[config.mk]
export PLATFORM = sky130hd
export DESIGN_NAME = tcw_cursor
export DESIGN_NICKNAME = d
export VERILOG_FILES = /design/src/sv/tcw_pkg.sv /design/src/sv/tcw_cursor.sv
export SDC_FILE = /design/constraint.sdc
export NUM_CORES = 1
export LEC_CHECK = 0
export ABC_AREA = 1
export BUFFER_PORTS_ARGS = -buffer_cell sky130_fd_sc_hd__clkbuf_2
export CAP_MARGIN = 5
export CORE_MARGIN = 2
export CORE_UTILIZATION = 45
export DETAILED_ROUTE_END_ITERATION = 10
export PLACE_DENSITY_LB_ADDON = 0.25
export SYNTH_ARGS = -nofsm -noshare
export SYNTH_HDL_FRONTEND = slang
export SYNTH_SLANG_ARGS = --single-unit
[constraint.sdc]
create_clock -name vclk -period 1.7
set_clock_uncertainty 0.1 [all_clocks]
set_input_delay 0.34 -clock vclk [all_inputs]
set_output_delay 0.34 -clock vclk [all_outputs]
set_load 0.005 [all_outputs]
[src/sv/tcw_pkg.sv]
// ----------------------------------------------------------------------------
// tcw_pkg
// shared types and constants of the text console writer
// ----------------------------------------------------------------------------
package tcw_pkg;

	localparam int CMD_W        = 2;
	localparam int CHAR_W       = 8;
	localparam int CELL_INDEX_W = 11;
	localparam int ROW_OUT_W    = 5;
	localparam int COL_OUT_W    = 7;
	localparam int CELL_W       = 16;
	localparam int ATTR_W       = 8;

	localparam logic [ATTR_W-1:0] ATTR_RESET   = 8'h07;
	localparam logic [CELL_W-1:0] BLANK_CELL   = 16'h0720;
	localparam logic [CHAR_W-1:0] CH_NEWLINE   = 8'h0A;
	localparam logic [CHAR_W-1:0] CH_BACKSPACE = 8'h08;
	localparam logic [CHAR_W-1:0] CH_SPACE     = 8'h20;

	typedef enum logic [CMD_W-1:0] {
		CMD_PUT   = 2'd0,
		CMD_CLEAR = 2'd1,
		CMD_READ  = 2'd2,
		CMD_NOP   = 2'd3
	} cmd_t;

	typedef enum logic [2:0] {
		ST_INIT,
		ST_IDLE,
		ST_READ,
		ST_CLEAR,
		ST_SCROLL,
		ST_DRAIN,
		ST_EMIT
	} state_t;

	// what a put request does to the store
	typedef struct packed {
		logic              wr_en;
		logic [CHAR_W-1:0] wr_char;
		logic              scroll;
	} put_act_t;

endpackage

[src/sv/tcw_cursor.sv]
// ----------------------------------------------------------------------------
// tcw_cursor
// cursor step for a put request: newline, backspace and ordinary characters
// ----------------------------------------------------------------------------
module tcw_cursor #(
	parameter int COLUMNS = 80,
	parameter int ROWS    = 25
) (
	input  logic [$clog2(ROWS)-1:0]         row,
	input  logic [$clog2(COLUMNS)-1:0]      col,
	input  logic [tcw_pkg::CHAR_W-1:0]      char_code,
	output tcw_pkg::put_act_t               act,
	output logic [$clog2(ROWS)-1:0]         row_nxt,
	output logic [$clog2(COLUMNS)-1:0]      col_nxt,
	output logic [$clog2(COLUMNS)-1:0]      wr_col
);
	import tcw_pkg::*;

	localparam int ROW_W = $clog2(ROWS);
	localparam int COL_W = $clog2(COLUMNS);

	logic             row_last;
	logic [ROW_W-1:0] row_adv;

	// next row, staying on the bottom row when the screen scrolls
	assign row_last = (row == ROW_W'(ROWS - 1));
	assign row_adv  = row_last ? row : row + ROW_W'(1);

	always_comb begin
		act.wr_en   = 1'b0;
		act.wr_char = char_code;
		act.scroll  = 1'b0;
		row_nxt     = row;
		col_nxt     = col;
		wr_col      = col;
		if (char_code == CH_NEWLINE) begin
			col_nxt    = '0;
			row_nxt    = row_adv;
			act.scroll = row_last;
		end else if (char_code == CH_BACKSPACE) begin
			if (col != '0) begin
				col_nxt     = col - COL_W'(1);
				wr_col      = col - COL_W'(1);
				act.wr_en   = 1'b1;
				act.wr_char = CH_SPACE;
			end
		end else begin
			act.wr_en = 1'b1;
			if (col == COL_W'(COLUMNS - 1)) begin
				col_nxt    = '0;
				row_nxt    = row_adv;
				act.scroll = row_last;
			end else begin
				col_nxt = col + COL_W'(1);
			end
		end
	end

endmodule

==> results of run 1 <==
[synthesized netlist by cell type]
cell       n  share of area [%]
nor2_2     2                1.6
nand2_1   40                 20
nand3_1   15                9.9
o21ai_0    8                5.3
o22ai_1    1               0.82
xor2_1     8                9.2
a21oi_1    1               0.66
inv_2      1               0.49
nand2_4    1                1.5
inv_1     20                9.9
ha_1       5                8.2
clkinv_1   1               0.49
buf_6      1                1.5
o21ai_1    1               0.66
o31ai_1    1               0.99
nor2_1    20                9.9
nor3_1     2                1.3
nor3_2     1                1.3
clkbuf_1   6                3.0
xnor2_1    1                1.2
nand4_1    4                3.3
nor2_4     3                4.4
nand2_2    3                2.5
nand3_4    1                2.3
[repair_timing]
| item | CTS |
|---|---|
| setup buffers | 6 |
| gates resized for setup | 35 |
| gates cloned | 1 |
| hold buffers | 0 |
| pin swaps | 3 |
| endpoints found under the setup margin | 22 |
[cell families after synthesis]
kind of cell	synth area share [%]
and+or+nand+nor	57.7
buffers and inverters	15.3
AOI/OAI and AO/OA	8.39
xor gates and xnor gates	10.4
adders and majority gates	8.22
[metrics by stage]
stage	utilization [%]	std cells
floorplan	-	147
global placement	75.6	228
detailed placement	75.6	228
CTS	88.1	235
==> results.json, run 1 <==
{
  "ys_seq_area_share_pct": 0,
  "post-place-ws_ps": -245,
  "initial_utilization_pct": 49.4,
  "synth.distinct_cells": 24,
  "status": "stopped before the end",
  "dpl_cell_area_um2": 1160,
  "synth_area_per_cell_um2": 5.18,
  "dp.final_hpwl_mm": 2.02,
  "synth.net_count": 172,
  "die_h_um": 45.1,
  "endpoint_type": "top-level output",
  "gp_congestion": 0.861,
  "place.port_buffers": 49,
  "synth.cell_area_um2": 761,
  "firstError": "[ERROR DPL-0038] Utilization greater than 100%, impossible to legalize",
  "crit_endpoint": "col_nxt[0]",
  "ys_warn_count": 0,
  "io_pins": 49,
  "syn-instance-count": 147,
  "rows": 14,
  "die_w_um": 45.1,
  "grt_max_degree": 10,
  "stop_stage": "global routing (5_1_grt)"
}
==> run 2, diff against run 1 <==
Settings changed: CORE_AREA set to 2 2 63 65, CORE_MARGIN 2 to unset, CORE_UTILIZATION 45 to unset, DIE_AREA set to 0 0 65 67, PLACE_DENSITY_LB_ADDON 0.25 to 0.15.
==> run 2 against run 1 <==
The flow now finishes, with violations (setup timing). Synthesized area is the same. Synthesized cell count unchanged.
==> results.json, run 2 <==
{
  "rsz0062_at_grt": "yes",
  "violations": "setup timing",
  "p_int_uw": 155,
  "synthTopCellsByArea": "nand2_1 20%, inv_1 9.9%, nand3_1 9.9%",
  "startpoint": "col[1]",
  "syn-instance-count": 147,
  "layout_commonest_cell": "clkbuf_2",
  "slew_headroom_pct": 85.4,
  "critical_path_required_ps": 1260,
  "firstDrtPassIters": 4,
  "mostFrequentLayoutCells": "35 x clkbuf_2, 32 x buf_4, 29 x nand2_1",
  "grt_overflow": 0,
  "worst_slack_ps": -107,
  "dieArea_um2": 4360,
  "p_leak_nw": 0.846,
  "via_per_inst": 4.22,
  "io_pins": 49,
  "die_w_um": 65,
  "rows": 22,
  "finalSetupViolations": 21,
  "tightest_slew_ps": 218,
  "hp-class": "input port to output pin",
  "yosys.cell_count.top_type": "nand2_1",
  "critical_path.max_fanout": 6,
  "grt_pass1_wl_mm": 4.25,
  "drc": 0,
  "design_power_total_uw": 302,
  "start_kind": "input port",
  "synth.net_count": 172,
  "fin_nets": 253,
  "grt.met2_usage_pct": 21.3,
  "drive_above_1_share_pct": 62.8,
  "gr-max-usage-layer": "met2",
  "fmax_ghz": 0.553,
  "drtIter0Drc": 20,
  "fillers": 393,
  "synth_top_area_share_pct": 19.7,
  "wl_mm": 2.85,
  "nClkBuffers": 0,
  "ys_warn_count": 0,
  "status": "finished with violations",
  "antennaDiodeCount": 0,
  "hold_path_depth": 2,
  "area_growth_pct": 121,
  "gp_congestion": 0.798,
  "ant_nets": 0,
  "end_kind": "output pin",
  "globalRouteMet1Util_pct": 16.5,
  "grtUsageTotal_pct": 11.8,
  "final_util_pct": 46.6,
  "dp.final_hpwl_mm": 2.11,
  "grt_antenna_before_repair": 0,
  "drv_slew": 0,
  "use_met3_pct": 0.169,
  "cp.arrival_ps": 1370,
  "seq_area_um2": 0,
  "hold_viol_final": 0,
  "worstHoldStart": "char_code[4]",
  "fin_crit_sh_pct": 106,
  "ys_seq_area_share_pct": 0,
  "grt_pass1_vias": 1001,
  "worstSetupPathType": "input port to output pin",
  "ir_worst_vdd_mv": 0.0576,
  "place.port_buffers": 49,
  "initial_utilization_pct": 21.1,
  "pwr-share-seq_pct": 0,
  "grt_max_degree": 10,
  "synth.cell_area_um2": 761,
  "synth.distinct_cells": 24,
  "vias": 1157,
  "synth_common_cells": "40 x nand2_1, 20 x inv_1, 20 x nor2_1",
  "p_sw_share_pct": 48.6,
  "p_sw_uw": 147,
  "synth_largest_area_cell": "nand2_1",
  "core_um2": 3610,
  "power.density_cell_area_nw_per_um2": 180,
  "share_comb_of_total_power_pct": 100.0,
  "clockPowerShare_pct": 0,
  "drv_cap": 0,
  "wl_per_cell_um": 10.4,
  "final.min_clock_period_ps": 1810,
  "die_h_um": 67,
  "seq_cell_count": 0,
  "synth_area_per_cell_um2": 5.18
}
run 2: cell counts after synthesis:
Identical to the previous run, type by type.
run 2: layout make-up:
type	count	area, um2	share of cell area, %
multi-input cells	120	878	52.2
well taps	48	60.1	3.57
repair buffers	84	618	36.8
inverters	22	125	7.44
run 2: timing repair:
item,in CTS,in global routing
gates resized for setup,36,73
buffers inserted,4,4
pin swaps,8,25
hold buffers,0,0
setup endpoints to repair,23,23
cloned,1,1
run 2: per-layer routing:
metal / vias up / part of all wire, %
li1: 622 / -
met2: 24 / 50
met1: 511 / 47
met3: 0 / 2.9
met5: - / 0
met4: 0 / 0
run 2: critical path: stages:
cell and delay [ps]:
clkbuf_16 120, clkinv_8 50, ha_4 140, nand4_1 180, nand2_4 120, inv_4 110
nand3_1 80, o21ai_0 80, clkbuf_2 130
run 2: logic make-up after synthesis:
family | after synthesis | share of synthesized area [%]
AND/OR/NAND/NOR | 92 | 57.7
buffers and inverters | 29 | 15.3
AO/OA/AOI/OAI | 12 | 8.39
XOR/XNOR | 9 | 10.4
adder cells (fa/ha/maj) | 5 | 8.22
run 2: metrics by stage:
step / setup WS (ps) / cells / setup TNS [ps] / hold slack (ps) / area (um2)
2_1_floorplan: 39.4 / 147 / 0 / 659 / 761
3_3_place_gp: -199 / 264 / -3390 / 768 / 1230
3_5_place_dp: -242 / 264 / -3800 / 771 / 1230
4_1_cts: -90.7 / 269 / -1400 / 771 / 1430
5_1_grt: -222 / 274 / -3620 / 771 / 1680
6_report: -107 / 274 / -1400 / 762 / 1680
run 2: final timing paths:
kind	end	slack [ps]
max	col_nxt[3]	-110
min	act[5]	760
run 2: power by group through the flow:
| stage | clock network [mW] | logic [mW] | registers [mW] |
|---|---|---|---|
| floorplan | 0 | 0.102 | 0 |
| global placement | 0 | 0.223 | 0 |
| detailed placement | 0 | 0.221 | 0 |
| CTS | 0 | 0.259 | 0 |
| global route | 0 | 0.333 | 0 |
| finish | 0 | 0.302 | 0 |
(Power assumes the default switching activity.)
==> run 3, diff against run 2 <==
Settings changed: BUFFER_PORTS_ARGS -buffer_cell sky130_fd_sc_hd__clkbuf_2 to unset, DONT_BUFFER_PORTS set to 1.
==> run 3 against run 2 <==
The flow now finishes without violations. Wire length decreased by 15%. Power decreased by 51%. Highest routed layer unchanged. Core utilization decreased by 17 points. Cell area is 36% lower.
==> results.json, run 3 (synthesized netlist as in run 2, its figures left out) <==
{
  "status": "complete, no violations",
  "rows": 22,
  "slew_headroom_pct": 83.3,
  "critical_path_required_ps": 1260,
  "grt_antenna_before_repair": 0,
  "pwr-share-seq_pct": 0,
  "wl_per_cell_um": 11.4,
  "fillers": 411,
  "place_inst": 205,
  "postCtsHoldBufs": 0,
  "fin_nets": 190,
  "hold_path_depth": 0,
  "p_int_uw": 65.8,
  "critical_path.max_fanout": 8,
  "fmax_ghz": 0.609,
  "place.port_buffers": 0,
  "ir_worst_vdd_mv": 0.0346,
  "drive_above_1_share_pct": 35.6,
  "p_leak_nw": 0.510,
  "drc": 0,
  "firstDrtPassIters": 4,
  "dp.final_hpwl_mm": 2.01,
  "tightest_slew_ps": 250,
  "hold_viol_final": 0,
  "worst_slack_ps": 57.9,
  "die_w_um": 65,
  "worstSetupPathType": "input port to output pin",
  "io_pins": 49,
  "holdPathEnd": "act[2]",
  "post-place-ws_ps": -75.9,
  "initial_utilization_pct": 21.1,
  "finalSetupViolations": 0,
  "share_comb_of_total_power_pct": 100.0,
  "ant_nets": 0,
  "mostFrequentLayoutCells": "38 x nand2_1, 23 x buf_4, 18 x inv_1",
  "wl_mm": 2.41,
  "cp.arrival_ps": 1200,
  "p_sw_uw": 81.7,
  "worstHoldStart": "char_code[1]",
  "drv_cap": 0,
  "final_util_pct": 29.8,
  "dieArea_um2": 4360,
  "vias": 919,
  "via_per_inst": 4.36,
  "seq_cell_count": 0,
  "gp_congestion": 0.807,
  "core_um2": 3610,
  "grt_overflow": 0,
  "power.density_cell_area_nw_per_um2": 137,
  "area_growth_pct": 41.4,
  "p_sw_share_pct": 55.4,
  "final_cell_count_no_fill": 211,
  "fin_crit_sh_pct": 96.6,
  "nClkBuffers": 0,
  "start_kind": "input port",
  "drv_slew": 0,
  "multiInputGateArea_um2": 744,
  "grt_max_degree": 10,
  "rsz0062_at_grt": "yes",
  "clockPowerShare_pct": 0,
  "hp-class": "input port to output pin",
  "drtIter0Drc": 21,
  "final.min_clock_period_ps": 1640,
  "die_h_um": 67,
  "grtUsageTotal_pct": 10.7,
  "seq_area_um2": 0,
  "grt_pass1_vias": 895,
  "end_kind": "output pin",
  "grt_pass1_wl_mm": 3.87,
  "antennaDiodeCount": 0,
  "layout_commonest_cell": "nand2_1"
}
==> run 3: routing by layer <==
metal,up-vias,GRT usage (%),share of wire [%]
met5,-,0,0
met4,0,0,0
met3,0,3.04,7.2
met2,22,19.1,47
met1,406,13.6,46
li1,491,-,-
==> run 3: timing repair <==
action                     in CTS  in global routing
pin swaps                       3                  9
setup buffers                   1                  5
resized for setup               7                 32
setup endpoints to repair      12                 21
==> run 3: how the worst max path moves through the flow <==
stage	from	end	slack, ps	cells past startpoint
finish	char_code[4]	col_nxt[0]	60	9
global route	char_code[4]	col_nxt[2]	-60	8
CTS	col[0]	col_nxt[3]	0.9	7
detailed placement	col[0]	wr_col[3]	-80	7
global placement	col[0]	wr_col[4]	-70	7
floorplan	col[0]	col_nxt[3]	40	7
==> run 3: per-stage QoR <==
stage | instance area, um2 | TNS [ps] | hold slack, ps | power [mW]
global route | 1080 | -238 | 580 | 0.168
floorplan | 761 | 0 | 659 | 0.102
CTS | 936 | 0 | 580 | 0.131
global placement | 915 | -492 | 580 | 0.128
finish | 1080 | 0 | 580 | 0.147
detailed placement | 915 | -569 | 580 | 0.128
==> run 3: area by class of cell <==
type / instances / area share [%]
tap: 48 / 5.58
timing repair buffer: 23 / 16.0
inverter: 22 / 9.19
multi-input combinational: 118 / 69.2
==> run 3: power by group through the flow <==
| stage | clock network [mW] | registers (mW) | logic [mW] |
|---|---|---|---|
| CTS | 0 | 0 | 0.131 |
| finish | 0 | 0 | 0.147 |
| detailed placement | 0 | 0 | 0.128 |
| floorplan | 0 | 0 | 0.102 |
| global placement | 0 | 0 | 0.128 |
| global route | 0 | 0 | 0.168 |
==> run 3: critical path: stages <==
cell and delay [ps]:
inv_1 40, nand2_1 80, nor2_2 50, nand2_2 160, buf_4 160, nand2_1 60, nor2_2 100, nor2_1 50
nor2_1 160
==> run 4, diff against run 3 <==
Clock period 1.7 ns to 2.07 ns, I/O delays scaled along.
==> run 4 against run 3 <==
Clock-buffer cell count did not move. First-iteration DRC count is 57% higher. Power fell by 39%. Wire length decreased by 8.0%.
==> results.json, run 4 (synthesized netlist as in run 2, its figures left out) <==
{
  "status": "complete, no violations",
  "critical_path.max_fanout": 6,
  "drv_slew": 0,
  "path_cells": "clkinvlp_4 -> ha_1 -> nand4_1 -> nand2_2 -> inv_2 -> nand3_1 -> o21ai_0",
  "fin_area_um2": 806,
  "dieArea_um2": 4360,
  "worstSetupPathType": "input port to output pin",
  "vias": 841,
  "grt_max_degree": 11,
  "layout_commonest_cell": "nand2_1",
  "core_um2": 3610,
  "ir_worst_vdd_mv": 0.0275,
  "initial_utilization_pct": 21.1,
  "nClkBuffers": 0,
  "drc": 0,
  "wl_per_cell_um": 11.7,
  "fin_nets": 169,
  "postCtsHoldBufs": 0,
  "grt_pass1_vias": 805,
  "io_pins": 49,
  "drive_above_1_share_pct": 10.6,
  "wl_mm": 2.22,
  "dp.final_hpwl_mm": 1.92,
  "hold_path_depth": 0,
  "firstDrtPassIters": 2,
  "holdPathEnd": "act[3]",
  "hold_viol_final": 0,
  "cp_top_family": "simple AND/OR/NAND/NOR gates",
  "seq_area_um2": 0,
  "post-place-ws_ps": 58.4,
  "start_kind": "input port",
  "cp.arrival_ps": 1400,
  "worstHoldStart": "char_code[2]",
  "slew_headroom_pct": 80.4,
  "dpl_cell_area_um2": 795,
  "tightest_slew_ps": 292,
  "antennaDiodeCount": 0,
  "seq_cell_count": 0,
  "critical_path_required_ps": 1560,
  "grt_antenna_before_repair": 0,
  "fin_crit_sh_pct": 92.3,
  "area_growth_pct": 5.92,
  "mostFrequentLayoutCells": "40 x nand2_1, 20 x inv_1, 20 x nor2_1",
  "drtIter0Drc": 33,
  "place.port_buffers": 0,
  "grt_pass1_wl_mm": 3.67,
  "grtUsageTotal_pct": 10.3,
  "rsz0062_at_grt": "no",
  "drv_cap": 0,
  "grt_overflow": 0,
  "rows": 22,
  "startpoint": "col[0]",
  "crit_buf_inv": 2,
  "cp_slowest_stage_delay_ps": 220,
  "gp_congestion": 0.780,
  "hp-class": "input port to output pin",
  "via_per_inst": 4.43,
  "worst_slack_ps": 159,
  "ant_nets": 0,
  "cpMaxStageDelayCell": "ha_1",
  "end_kind": "output pin",
  "setup_tns_ps": 0,
  "p_leak_nw": 0.392,
  "power.density_cell_area_nw_per_um2": 111,
  "fmax_ghz": 0.523,
  "final.min_clock_period_ps": 1910,
  "die_w_um": 65,
  "die_h_um": 67,
  "finalSetupViolations": 0
}
[run 4: changes by cell type in the layout (fill, tap and decap cells not counted), sizes merged]
cell and delta:
buf -21
[run 4: where the power goes]
group / switching [mW] / internal (mW) / total, mW
clock: 0 / 0 / 0
sequential: 0 / 0 / 0
combinational: 0.0562 / 0.0336 / 0.0898
[run 4: how the worst max path moves through the flow]
stage,to,cells past startpoint
after floorplan,col_nxt[3],7
after global placement,col_nxt[4],7
after detailed placement,wr_col[3],7
after CTS,wr_col[3],7
after global routing,col_nxt[4],7
final,wr_col[3],7
[run 4: area by class of cell]
cell class / instances / area (um2)
Fill cell: 421 / 2800
Multi-Input combinational cell: 118 / 644
Inverter: 22 / 86.3
Tap cell: 48 / 60.1
Timing Repair Buffer: 2 / 15.0
[run 4: repair_timing]
action,4_1_cts,5_1_grt
endpoints found under the setup margin,0,10
endpoints found under the hold margin,0,0
resized for setup,0,1
setup buffers,0,1
[run 4: through the flow]
stage | total power, mW | hold WS [ps] | cells | util (%)
2_1_floorplan | 0.0834 | 807 | 147 | -
3_3_place_gp | 0.0915 | 728 | 189 | 22.0
3_5_place_dp | 0.0916 | 728 | 189 | 22.0
4_1_cts | 0.0920 | 728 | 189 | 22.0
5_1_grt | 0.106 | 728 | 190 | 22.3
6_report | 0.0898 | 728 | 190 | 22.3
[run 4: layer usage]
layer	wire length, um	up-vias	GRT usage [%]
li1	-	447	-
met1	981	374	12.6
met2	1030	20	18.6
met3	205	0	3.55
met4	0	0	0
met5	0	-	0
